==> config.mk <==
export PLATFORM = sky130hd
export DESIGN_NAME = fdd_cfg
export DESIGN_NICKNAME = d
export VERILOG_FILES = /design/src/sv/fdd_pkg.sv /design/src/sv/fdd_cfg.sv
export SDC_FILE = /design/constraint.sdc
export NUM_CORES = 1
export LEC_CHECK = 0
export BUFFER_PORTS_ARGS = -buffer_cell sky130_fd_sc_hd__buf_2
export CAP_MARGIN = 20
export CORE_MARGIN = 4
export CORE_UTILIZATION = 24
export CTS_BUF_LIST = sky130_fd_sc_hd__clkbuf_8
export DETAILED_ROUTE_END_ITERATION = 8
export PLACE_DENSITY = 0.89
export SLEW_MARGIN = 20
export SYNTH_ARGS = -nofsm -noshare
export SYNTH_HDL_FRONTEND = slang
export SYNTH_SLANG_ARGS = --single-unit
==> constraint.sdc <==
create_clock -name clk -period 0.8 [get_ports clk]
set_clock_uncertainty 0.1 [all_clocks]
set_input_delay 0.08 -clock clk [delete_from_list [all_inputs] [get_ports clk]]
set_output_delay 0.08 -clock clk [all_outputs]
set_load 0.005 [all_outputs]
==> src/sv/fdd_pkg.sv <==
`timescale 1ns / 1ps
// ----------------------------------------------------------------------------
// fdd_pkg
// Shared constants and types of the frame difference dirty-rectangle block.
// ----------------------------------------------------------------------------
package fdd_pkg;

  localparam int PANEL_WIDTH  = 152;
  localparam int PANEL_HEIGHT = 296;
  localparam int ROW_BYTES    = PANEL_WIDTH / 8;
  localparam int STORE_DEPTH  = ROW_BYTES * PANEL_HEIGHT;
  localparam int ADDR_W       = $clog2(STORE_DEPTH);

  localparam int COL_W  = 5;
  localparam int ROW_W  = 9;
  localparam int BYTE_W = 8;
  localparam int MODE_W = 2;
  localparam int RX_W   = 9;
  localparam int RY_W   = 8;
  localparam int RW_W   = 9;
  localparam int RH_W   = 8;

  // Box area times four is compared against three quarters of the panel.
  localparam int AREA_W     = COL_W + ROW_W + 5;
  localparam int FULL_LIMIT = 3 * PANEL_WIDTH * PANEL_HEIGHT;

  localparam int CFG_AW = 3;
  localparam int CFG_DW = 32;

  localparam logic REG_ROTATION = 1'b0;
  localparam logic REG_PARTIAL  = 1'b1;

  localparam logic [MODE_W-1:0] MODE_NONE    = 2'd0;
  localparam logic [MODE_W-1:0] MODE_PARTIAL = 2'd1;
  localparam logic [MODE_W-1:0] MODE_FULL    = 2'd2;

  typedef struct packed {
    logic rotation_select;
    logic partial_enable;
  } fdd_cfg_t;

  // Box and settings captured on the last byte of a frame.
  typedef struct packed {
    logic             valid;
    logic [COL_W-1:0] first_col;
    logic [COL_W-1:0] last_col;
    logic [ROW_W-1:0] top_row;
    logic [ROW_W-1:0] bottom_row;
    logic             change_seen;
    logic             comparable;
    logic             allow;
    logic             rotation;
  } fdd_snap_t;

  typedef struct packed {
    logic snap_busy;
    logic out_busy;
  } fdd_status_t;

endpackage

==> src/sv/fdd_cfg.sv <==
`timescale 1ns / 1ps
// ----------------------------------------------------------------------------
// fdd_cfg
// APB register file holding the rotation and partial refresh settings.
// ----------------------------------------------------------------------------
module fdd_cfg (
  input  logic                      clk,
  input  logic                      rst_n,
  input  logic                      cfg_psel,
  input  logic                      cfg_penable,
  input  logic                      cfg_pwrite,
  input  logic [fdd_pkg::CFG_AW-1:0] cfg_paddr,
  input  logic [fdd_pkg::CFG_DW-1:0] cfg_pwdata,
  output logic [fdd_pkg::CFG_DW-1:0] cfg_prdata,
  output logic                      cfg_pready,
  output fdd_pkg::fdd_cfg_t         cfg
);
  import fdd_pkg::*;

  logic rotation_r, rotation_nxt;
  logic partial_r, partial_nxt;
  logic wr_en;
  logic reg_idx;

  assign cfg_pready = 1'b1;
  assign wr_en      = cfg_psel && cfg_penable && cfg_pwrite;
  assign reg_idx    = cfg_paddr[2];

  always_comb begin
    rotation_nxt = rotation_r;
    partial_nxt  = partial_r;
    if (wr_en) begin
      unique case (reg_idx)
        REG_ROTATION: rotation_nxt = cfg_pwdata[0];
        REG_PARTIAL:  partial_nxt  = cfg_pwdata[0];
        default: ;
      endcase
    end
  end

  always_comb begin
    unique case (reg_idx)
      REG_ROTATION: cfg_prdata = {{(CFG_DW-1){1'b0}}, rotation_r};
      REG_PARTIAL:  cfg_prdata = {{(CFG_DW-1){1'b0}}, partial_r};
      default:      cfg_prdata = '0;
    endcase
  end

  always_ff @(posedge clk) begin
    if (!rst_n) begin
      rotation_r <= 1'b0;
      partial_r  <= 1'b0;
    end else begin
      rotation_r <= rotation_nxt;
      partial_r  <= partial_nxt;
    end
  end

  assign cfg.rotation_select = rotation_r;
  assign cfg.partial_enable  = partial_r;

endmodule

==> impl_metrics.ini <==
[detailed_routing]
num_vias = 204
final_antenna_net_count = 0
drt-wirelength-per-cell_microns = 7.789
route.detailed.drc = 0
drt-initial-drc-count = 2
detail_route.wirelength_microns = 553
drt_pre_antenna_iters = 2
routed_via_density = 2.873

[floorplanning]
floorplan.die.width_microns = 46.75
std_cell_rows = 13
core_sq_um = 1350
die-area_sq_um = 2186
die_height_microns = 46.75
initial_core_util = 0.2669
ioPinCount = 75

[sta]
hold-worst-slack_ns = 0.03961
period_minus_ws_final_ns = 1.070
period_share = 1.338
final-max-slew-violation-count = 0
finalSetupViolations = 3
fmaxAchievable_mhz = 934.3
setup_repair_after_global_routing_missed_its_margin = yes
postLayoutSetupSlackWorst_ns = -0.2704
finalHoldViolCount = 0

[global_route]
groute.usage.overall = 0.04514
vias_in_the_first_global_route = 166
grt_remaining_overflow = 0
antenna_found_initial = 0
pin_count_of_the_biggest_net_entering_global_routing = 4
global_route_wire_length_before_repair_microns = 607

[clock_tree]
clock_insertion_delay_at_the_later_pin_of_the_skew_report_ns = 0.21
htree_levels = 1
clkSlewWorstSetupHoldPaths_ns = 0.03
number_of_buffers_inserted_by_hold_repair_at_cts = 0
cts-root-to-sink-buffers = 2
cts_tree = yes
clock-sinks = 2
cts.root.buffer_cell = sky130_fd_sc_hd__clkbuf_8
tritoncts.num_buffers = 3

[min_path]
worst_hold_path.endpoint = partial_r$_SDFFE_PN0P_
min_from = cfg_pwdata[0]
worst_hold_path.num_cells = 3
hold_path_class = input pin to flop

[critical_path]
timing.critical_path.fanout_max = 2
reg2reg_slack_ns = 0.03
r2r_cells = 3
crit_path_max_incr_delay_ns = 0.30
criticalPathCategory = flop to primary output
setup.worst_path.end_class = primary output
startpoint_of_the_worst_slack_reg_to_reg_timing_path = rotation_r$_SDFFE_PN0P_
critical_path.slowest_cell = sky130_fd_sc_hd__dfxtp_1
cp_cell_sequence = mux2_4 > buf_6
setup.worst_path.start_class = flop
cp.arrival_ns = 0.89
cp.required_ns = 0.62
crit-reg2reg-capture = rotation_r$_SDFFE_PN0P_

[power_and_ir_drop]
power.density_cell_area_nw_per_um2 = 1600
ir_drop_v = 0.0009354
finalPower_uw = 568.4
p_leak_nw = 0.2261

[placement]
place.port_buffers = 9
gpl.final_weighted_congestion = 0.7981
place.detailed.hpwl_microns = 495.7

[synth]
post_synth_num_cell_types = 8
synth_top_area_cell = sky130_fd_sc_hd__buf_4
yosysTopAreaCellShare = 0.7083
syn_area_per_cell_sq_um = 7.834
yosys_most_used_dff = sky130_fd_sc_hd__dfxtp_1
synth.ff_latch_count = 2
post_synthesis_async_set_or_reset_flop_share = 0
synth_sequential_area_ratio = 0.1111
mappedNetlistArea_sq_um = 360.3
synth_edf_count = 0
post_synth_most_frequent_cells = 34 x sky130_fd_sc_hd__buf_4, 3 x sky130_fd_sc_hd__nand2_1, 2 x sky130_fd_sc_hd__conb_1, 2 x sky130_fd_sc_hd__dfxtp_1, 2 x sky130_fd_sc_hd__mux2i_1
postSynthCellCount = 46
yosys.cell_count.top_type = sky130_fd_sc_hd__buf_4
netlist_top_cells_area = sky130_fd_sc_hd__buf_4 71%, sky130_fd_sc_hd__dfxtp_1 11%, sky130_fd_sc_hd__mux2i_1 5.6%
ys_warn_count = 0

[status]
run_status = finished, violations left
failing_checks = negative setup slack

[final_layout]
insertedDiodeCount = 0
area_growth_syn_to_layout_pct = -1.389
finalNetCount = 98
layout-drive-gt1-share = 0.2857

[job]
cap_violations = 0
-- cells by family (layout without fill, tap and decap cells) --
logic type	after synthesis	count (layout)	share of synthesized area
DFF	2	2	0.1111
muxes	3	3	0.08681
other	2	32	0.02084
and+or+nand+nor	5	5	0.07293
buffers and inverters	34	14	0.7083
-- flip-flops by register name (all words and copies together) (netlist names) --
signal / cells
rotation_r: 1
partial_r: 1
-- cells in the final DEF (no fill, tap or decap) --
cell                        n
sky130_fd_sc_hd__dfxtp_2    1
sky130_fd_sc_hd__dfxtp_1    1
sky130_fd_sc_hd__buf_2      7
sky130_fd_sc_hd__nand2_1    3
sky130_fd_sc_hd__buf_4      2
sky130_fd_sc_hd__nand4b_1   1
sky130_fd_sc_hd__nand4_1    1
sky130_fd_sc_hd__buf_6      2
sky130_fd_sc_hd__mux2i_1    2
sky130_fd_sc_hd__conb_1    32
sky130_fd_sc_hd__mux2_4     1
sky130_fd_sc_hd__clkbuf_8   3
-- per-stage QoR --
stage          cells  setup TNS, ns  area, sq um  setup WS (ns)    util
2_1_floorplan     76              0        473.0        0.06338       -
3_3_place_gp      68       -0.04798        296.5       -0.04798  0.2196
3_5_place_dp      68       -0.05873        296.5       -0.05873  0.2196
4_1_cts           71        -0.5453        355.3        -0.2775  0.2632
5_1_grt           71        -0.5946        355.3        -0.2870  0.2632
6_report          71        -0.5317        355.3        -0.2704  0.2632
-- power by group --
group / switching [mW] / internal (mW) / leakage [nW]
Clock: 0.0693 / 0.317 / 0.0216
Combinational: 0.0534 / 0.0242 / 0.188
Sequential: 0.00115 / 0.103 / 0.0167
Total: 0.124 / 0.445 / 0.226
-- critical path: cells and delay by family (launching register included) --
family | cells | cell delay (ns)
buffers and inverters | 1 | 0.11
flip-flops | 1 | 0.30
multiplexers | 1 | 0.27
-- worst max path at each step --
stage                             from       endpoint  slack [ns]  cells past startpoint
6_report       rotation_r$_SDFFE_PN0P_  cfg_prdata[0]       -0.27                      2
5_1_grt        rotation_r$_SDFFE_PN0P_  cfg_prdata[0]       -0.29                      2
4_1_cts        rotation_r$_SDFFE_PN0P_  cfg_prdata[0]       -0.28                      2
3_5_place_dp    partial_r$_SDFFE_PN0P_  cfg_prdata[0]       -0.06                      2
3_3_place_gp    partial_r$_SDFFE_PN0P_  cfg_prdata[0]       -0.05                      2
2_1_floorplan   partial_r$_SDFFE_PN0P_  cfg_prdata[0]        0.06                      1
-- layout make-up --
class / instances / area, sq um
Clock buffer: 3 / 41.29
Fill cell: 165 / 994.7
Multi-Input combinational cell: 40 / 181.4
Sequential cell: 2 / 41.29
Tap cell: 15 / 18.77
Timing Repair Buffer: 11 / 72.57
-- metal layers --
metal  routed length [microns]  GRT usage
met2                       332    0.07967
met4                         0    0.06630
met5                         0          0
met3                        82    0.02299
met1                       139    0.02506
-- repair_timing --
action,in CTS,in global routing
setup buffers,0,0
endpoints found under the setup margin,3,5
resized for setup,4,0
Power figures use the tool's default switching activity.
