File: config.mk
export PLATFORM = sky130hd
export DESIGN_NAME = fdd_decide_flat
export DESIGN_NICKNAME = d
export VERILOG_FILES = /design/src/sv/fdd_pkg.sv /design/src/sv/fdd_channels.sv /design/src/sv/fdd_decide.sv /design/src/flat_wrapper.sv
export SDC_FILE = /design/constraint.sdc
export NUM_CORES = 1
export LEC_CHECK = 0
export BUFFER_PORTS_ARGS = -buffer_cell sky130_fd_sc_hd__buf_2
export CAP_MARGIN = 20
export CORE_MARGIN = 2
export CORE_UTILIZATION = 55
export DETAILED_ROUTE_END_ITERATION = 6
export PLACE_DENSITY_LB_ADDON = 0.3
export SYNTH_ARGS = -nofsm -noshare
export SYNTH_HDL_FRONTEND = slang
export SYNTH_SLANG_ARGS = --single-unit
File: constraint.sdc
create_clock -name clk -period 15.2 [get_ports clk]
set_input_delay 2.28 -clock clk [delete_from_list [all_inputs] [get_ports clk]]
set_output_delay 2.28 -clock clk [all_outputs]
set_load 0.03 [all_outputs]
File: src/sv/fdd_pkg.sv
`timescale 1ns / 1ps
// ----------------------------------------------------------------------------
// fdd_pkg
// Shared constants and types of the frame difference dirty-rectangle block.
// ----------------------------------------------------------------------------
package fdd_pkg;

  localparam int PANEL_WIDTH  = 152;
  localparam int PANEL_HEIGHT = 296;
  localparam int ROW_BYTES    = PANEL_WIDTH / 8;
  localparam int STORE_DEPTH  = ROW_BYTES * PANEL_HEIGHT;
  localparam int ADDR_W       = $clog2(STORE_DEPTH);

  localparam int COL_W  = 5;
  localparam int ROW_W  = 9;
  localparam int BYTE_W = 8;
  localparam int MODE_W = 2;
  localparam int RX_W   = 9;
  localparam int RY_W   = 8;
  localparam int RW_W   = 9;
  localparam int RH_W   = 8;

  // Box area times four is compared against three quarters of the panel.
  localparam int AREA_W     = COL_W + ROW_W + 5;
  localparam int FULL_LIMIT = 3 * PANEL_WIDTH * PANEL_HEIGHT;

  localparam int CFG_AW = 3;
  localparam int CFG_DW = 32;

  localparam logic REG_ROTATION = 1'b0;
  localparam logic REG_PARTIAL  = 1'b1;

  localparam logic [MODE_W-1:0] MODE_NONE    = 2'd0;
  localparam logic [MODE_W-1:0] MODE_PARTIAL = 2'd1;
  localparam logic [MODE_W-1:0] MODE_FULL    = 2'd2;

  typedef struct packed {
    logic rotation_select;
    logic partial_enable;
  } fdd_cfg_t;

  // Box and settings captured on the last byte of a frame.
  typedef struct packed {
    logic             valid;
    logic [COL_W-1:0] first_col;
    logic [COL_W-1:0] last_col;
    logic [ROW_W-1:0] top_row;
    logic [ROW_W-1:0] bottom_row;
    logic             change_seen;
    logic             comparable;
    logic             allow;
    logic             rotation;
  } fdd_snap_t;

  typedef struct packed {
    logic snap_busy;
    logic out_busy;
  } fdd_status_t;

endpackage

File: src/sv/fdd_channels.sv


interface fdd_out_if;
  import fdd_pkg::*;
  logic              valid;
  logic              ready;
  logic [MODE_W-1:0] refresh_mode;
  logic [RX_W-1:0]   region_x;
  logic [RY_W-1:0]   region_y;
  logic [RW_W-1:0]   region_width;
  logic [RH_W-1:0]   region_height;
  modport source (output valid, output refresh_mode, output region_x, output region_y,
                  output region_width, output region_height, input ready);
  modport sink   (input valid, input refresh_mode, input region_x, input region_y,
                  input region_width, input region_height, output ready);
endinterface

File: src/sv/fdd_decide.sv
`timescale 1ns / 1ps
// ----------------------------------------------------------------------------
// fdd_decide
// Turns a captured box into a refresh request and holds it for the receiver.
// ----------------------------------------------------------------------------
module fdd_decide (
  input  logic                  clk,
  input  logic                  rst_n,
  input  fdd_pkg::fdd_snap_t    snap,
  output fdd_pkg::fdd_status_t  status,
  fdd_out_if.source             out_ch
);
  import fdd_pkg::*;

  fdd_snap_t         snap_r;
  logic              snap_v_r, snap_v_nxt;
  logic              out_v_r, out_v_nxt;
  logic [MODE_W-1:0] mode_r, mode_nxt;
  logic [RX_W-1:0]   rx_r, rx_nxt;
  logic [RY_W-1:0]   ry_r, ry_nxt;
  logic [RW_W-1:0]   rw_r, rw_nxt;
  logic [RH_W-1:0]   rh_r, rh_nxt;

  logic                   advance;
  logic [COL_W-1:0]       bytes;
  logic [ROW_W-1:0]       rows;
  logic [COL_W+ROW_W-1:0] prod;
  logic [AREA_W-1:0]      area4;
  logic                   too_big, partial_ok;
  logic [RY_W-1:0]        xs, xe;

  assign advance = snap_v_r && (!out_v_r || out_ch.ready);

  assign bytes = snap_r.last_col - snap_r.first_col + 1'b1;
  assign rows  = snap_r.bottom_row - snap_r.top_row + 1'b1;
  assign prod  = bytes * rows;
  // Pixel area is bytes * 8 * rows; four times that is the product shifted by five.
  assign area4   = {AREA_W'(prod)} << 5;
  assign too_big = (area4 >= AREA_W'(FULL_LIMIT));
  assign xs      = {snap_r.first_col, 3'b000};
  assign xe      = {snap_r.last_col, 3'b111};
  assign partial_ok = snap_r.allow && snap_r.comparable;

  always_comb begin
    mode_nxt = MODE_FULL;
    rx_nxt   = '0;
    ry_nxt   = '0;
    rw_nxt   = RW_W'(PANEL_HEIGHT);
    rh_nxt   = RH_W'(PANEL_WIDTH);
    if (partial_ok && !snap_r.change_seen) begin
      mode_nxt = MODE_NONE;
      rw_nxt   = '0;
      rh_nxt   = '0;
    end else if (partial_ok && !too_big) begin
      mode_nxt = MODE_PARTIAL;
      rw_nxt   = rows;
      rh_nxt   = {bytes, 3'b000};
      if (snap_r.rotation) begin
        rx_nxt = snap_r.top_row;
        ry_nxt = RY_W'(PANEL_WIDTH - 1) - xe;
      end else begin
        rx_nxt = RX_W'(PANEL_HEIGHT - 1) - snap_r.bottom_row;
        ry_nxt = xs;
      end
    end
  end

  always_comb begin
    snap_v_nxt = snap_v_r;
    if (advance) snap_v_nxt = 1'b0;
    if (snap.valid) snap_v_nxt = 1'b1;
    out_v_nxt = out_v_r;
    if (out_ch.ready) out_v_nxt = 1'b0;
    if (advance) out_v_nxt = 1'b1;
  end

  always_ff @(posedge clk) begin
    if (!rst_n) begin
      snap_v_r <= 1'b0;
      out_v_r  <= 1'b0;
    end else begin
      snap_v_r <= snap_v_nxt;
      out_v_r  <= out_v_nxt;
    end
  end

  always_ff @(posedge clk) begin
    if (snap.valid) begin
      snap_r <= snap;
    end
    if (advance) begin
      mode_r <= mode_nxt;
      rx_r   <= rx_nxt;
      ry_r   <= ry_nxt;
      rw_r   <= rw_nxt;
      rh_r   <= rh_nxt;
    end
  end

  assign status.snap_busy     = snap_v_r;
  assign status.out_busy      = out_v_r;
  assign out_ch.valid         = out_v_r;
  assign out_ch.refresh_mode  = mode_r;
  assign out_ch.region_x      = rx_r;
  assign out_ch.region_y      = ry_r;
  assign out_ch.region_width  = rw_r;
  assign out_ch.region_height = rh_r;

  a_snap_slot_free: assert property (@(posedge clk) disable iff (!rst_n)
    snap.valid |-> (!snap_v_r || advance))
    else $error("frame end arrived while the decision stage was full");

  a_none_is_empty: assert property (@(posedge clk) disable iff (!rst_n)
    (out_v_r && mode_r == MODE_NONE) |-> (rw_r == '0 && rh_r == '0))
    else $error("no-refresh request carries a region");

  a_mode_legal: assert property (@(posedge clk) disable iff (!rst_n)
    out_v_r |-> (mode_r == MODE_NONE || mode_r == MODE_PARTIAL || mode_r == MODE_FULL))
    else $error("illegal refresh mode");

endmodule

File: src/flat_wrapper.sv
// flat-port wrapper written by rule: the top's interface ports become plain ports
module fdd_decide_flat import fdd_pkg::*;
  (clk, rst_n, snap, status, out_ch_valid, out_ch_refresh_mode, out_ch_region_x, out_ch_region_y, out_ch_region_width, out_ch_region_height, out_ch_ready);
  fdd_out_if out_ch_i ();
  input  logic clk;
  input  logic rst_n;
  input  fdd_pkg::fdd_snap_t snap;
  output fdd_pkg::fdd_status_t status;
  output wire logic [$bits(out_ch_i.valid)-1:0] out_ch_valid;
  output wire logic [$bits(out_ch_i.refresh_mode)-1:0] out_ch_refresh_mode;
  output wire logic [$bits(out_ch_i.region_x)-1:0] out_ch_region_x;
  output wire logic [$bits(out_ch_i.region_y)-1:0] out_ch_region_y;
  output wire logic [$bits(out_ch_i.region_width)-1:0] out_ch_region_width;
  output wire logic [$bits(out_ch_i.region_height)-1:0] out_ch_region_height;
  input wire logic [$bits(out_ch_i.ready)-1:0] out_ch_ready;
  assign out_ch_valid = out_ch_i.valid;
  assign out_ch_refresh_mode = out_ch_i.refresh_mode;
  assign out_ch_region_x = out_ch_i.region_x;
  assign out_ch_region_y = out_ch_i.region_y;
  assign out_ch_region_width = out_ch_i.region_width;
  assign out_ch_region_height = out_ch_i.region_height;
  assign out_ch_i.ready = out_ch_ready;
  fdd_decide u_core (.clk(clk), .rst_n(rst_n), .snap(snap), .status(status), .out_ch(out_ch_i));
endmodule
==> flow_metrics.env <==
export IMPL_pin_count=75
export IMPL_gr_usage_all_layers=0.208
export IMPL_synthCells=406
export IMPL_min_path_type="reg -> reg"
export IMPL_vias=3064
export IMPL_drtAntennaViolNets=0
export IMPL_firstDrtPassIters=7
export IMPL_hold_buffers=0
export IMPL_ys_async_sr_fraction=0
export IMPL_whs_ns=0.530
export IMPL_avgSynthCellArea_um2=11.2
export IMPL_relSlewSlack=0.414
export IMPL_cts_buffer_depth=2
export IMPL_final_cells=587
export IMPL_report_final_setup_viol=0
export IMPL_port_buffers=68
export IMPL_numCtsBuffers=9
export IMPL_synth_top_area_cell="edfxtp_1"
export IMPL_hold_violations=0
export IMPL_rsz0062_at_grt="no"
export IMPL_drt_total_wl_um=8660
export IMPL_die_h_um=94.8
export IMPL_cp_start_kind="flip-flop"
export IMPL_cts_sinks=64
export IMPL_hpwl_um=6630
export IMPL_cp_end_kind="flip-flop"
export IMPL_die_area_um2=8980
export IMPL_viasPerCell=5.22
export IMPL_clk_latency_ns=0.34
export IMPL_final_min_clock_period_ns=6.56
export IMPL_fmax_ghz=0.152
export IMPL_fin_crit_sh=0.432
export IMPL_post_cts_resized=0
export IMPL_yosys_warnings=0
export IMPL_cts_tree="built"
export IMPL_clk_pin_slew_ns=0.07
export IMPL_cts_setup_buffers=0
export IMPL_cp_arrival_ns=6.62
export IMPL_crit_required_ns=15.26
export IMPL_rows=33
export IMPL_ys_flop_type="edfxtp_1"
export IMPL_syn_area_um2=4530
export IMPL_placed_cells=571
export IMPL_layout_drive_gt1_share=0.189
export IMPL_drc=0
export IMPL_wl_per_cell_um=14.7
export IMPL_n_fill_cell=673
export IMPL_cp_max_fo=17
export IMPL_final_max_slew_viol_count=0
export IMPL_drt_initial_drc_count=122
export IMPL_overflow=0
export IMPL_ys_top_cells_by_area="edfxtp_1, ha_1, fa_1, inv_1, xnor2_1"
export IMPL_drv_cap=0
export IMPL_grt_pass1_wl_um=14200
export IMPL_area_growth_pct=12.5
export IMPL_clock_root_buffer="clkbuf_8"
export IMPL_initial_core_util=0.560
export IMPL_fin_skew_ns=0.00693
export IMPL_grt_pass1_vias=2997
export IMPL_place_congestion=0.884
export IMPL_htreeDepth=3
export IMPL_worst_slew_pin_slew_ns=0.879
export IMPL_diodes=0
export IMPL_seq_area_frac_synth=0.420
export IMPL_final_setup_tns_ns=0
export IMPL_grt_max_degree=34
export IMPL_status="finished clean"
export IMPL_worstSetupPathType="reg -> reg"
export IMPL_ys_types=47
export IMPL_ys_ff_latch=64
export IMPL_antenna_found_initial=0
export IMPL_die_x_um=94.8
export IMPL_core_area_um2=8090
export IMPL_synth_edf_count=62
export IMPL_nets=582
export IMPL_yosysTopAreaCellShare=0.411
[layout by cell type (no fill, tap or decap), drive strengths merged, types with 2 or more instances in the layout]
cell	netlist	layout
buf	12	69
edfxtp	62	62
inv	55	57
ha	46	46
nor2	39	39
fa	23	23
and2	19	19
a21oi	19	19
nand2	18	18
xnor2	17	17
xor2	11	11
clkbuf	2	9
a21o	8	8
and3	8	8
a31oi	8	8
mux2i	6	6
a211oi	6	6
conb	1	6
nor2b	6	6
nand2b	5	5
o21ai	5	5
o21bai	3	3
nand3	3	3
clkinv	0	3
nor3	2	2
or4	2	2
nand3b	2	2
o311a	2	2
clkinvlp	0	2
dfxtp	2	2
[worst max-delay path, cell delays in order, from the launching register on]
cell and delay [ns]:
edfxtp_1 0.45, ha_1 0.34, ha_1 0.36, and3_1 0.22, a2111o_1 0.44, xor2_1 0.37
and2_1 0.21, fa_1 0.44, fa_1 0.55, inv_1 0.06, fa_1 0.53, inv_1 0.05
ha_1 0.36, a21o_1 0.21, a31o_2 0.21, a21oi_1 0.24, mux2i_1 0.32, nor4_4 0.08
o21ai_2 0.67, nor2_1 0.14
[synthesized netlist by cell type (5+ instances only)]
cell / instances
inv_1: 55
nor2b_1: 6
fa_1: 23
nand2b_1: 5
nor2_1: 39
edfxtp_1: 62
a21o_1: 8
mux2i_1: 6
a211oi_1: 6
and2_1: 19
xor2_1: 11
a31oi_1: 7
nand2_1: 18
ha_1: 46
xnor2_1: 17
a21oi_1: 18
and3_1: 8
buf_4: 8
[per-stage QoR]
stage	utilization	instance area, um^2	setup WS [ns]
3_3_place_gp	0.609	4930	8.74
5_1_grt	0.630	5100	8.22
4_1_cts	0.630	5100	8.61
2_1_floorplan	-	4550	9.35
3_5_place_dp	0.609	4930	8.63
6_report	0.630	5100	8.64
[layout make-up]
type	count	area, um^2	share of cell area
clock buffers	9	124	0.0243
inverters	55	206	0.0405
well taps	105	131	0.0258
flip-flops and latches	64	1900	0.373
clock inverters	7	45.0	0.00884
repair buffers	69	348	0.0683
multi-input cells	278	2340	0.459
[state kept, by name (all words and copies together) (netlist names)]
signal                       flops
u_core.out_ch.valid              1
u_core.out_ch.refresh_mode       2
u_core.snap_v_r                  1
u_core.out_ch.region_width       9
u_core.snap_r                   32
u_core.out_ch.region_height      5
u_core.out_ch.region_x           9
u_core.out_ch.region_y           5
[path summary, 6_finish.rpt]
path                            slack (ns)                                      end                          from  depth (start not counted)
worst min-delay path                  0.53         u_core.out_ch.valid$_SDFFE_PN0P_  u_core.snap_v_r$_SDFFE_PN0P_                          1
worst max register to register        8.64  u_core.out_ch.region_x[7]$_SDFFCE_PP0P_    u_core.snap_r[9]$_DFFE_PP_                         19
worst min register to register        0.53         u_core.out_ch.valid$_SDFFE_PN0P_  u_core.snap_v_r$_SDFFE_PN0P_                          1
worst max-delay path                  8.64  u_core.out_ch.region_x[7]$_SDFFCE_PP0P_    u_core.snap_r[9]$_DFFE_PP_                         19
[routing by layer]
layer / track usage / wire, um / vias up / share of wire
li1: - / - / 1525 / -
met1: 0.288 / 3800 / 1441 / 0.44
met2: 0.332 / 4250 / 88 / 0.49
met3: 0.0479 / 505 / 10 / 0.058
met4: 0.0580 / 101 / 0 / 0.012
met5: 0 / 0 / - / 0
[cells by family (layout without fill, tap and decap cells)]
group | after synthesis | after routing | share of synthesized area
other cells | 1 | 6 | 0.000827
mux | 6 | 6 | 0.0133
xor+xnor | 28 | 28 | 0.0541
compound gates | 60 | 60 | 0.0917
flops | 64 | 64 | 0.420
buf+inv | 69 | 140 | 0.0687
fa+ha+maj | 69 | 69 | 0.229
simple gates | 109 | 109 | 0.123
Power is left out: the tool's default activity adds up to more than one toggle a clock period on the data nets, which glitch-free logic cannot reach.
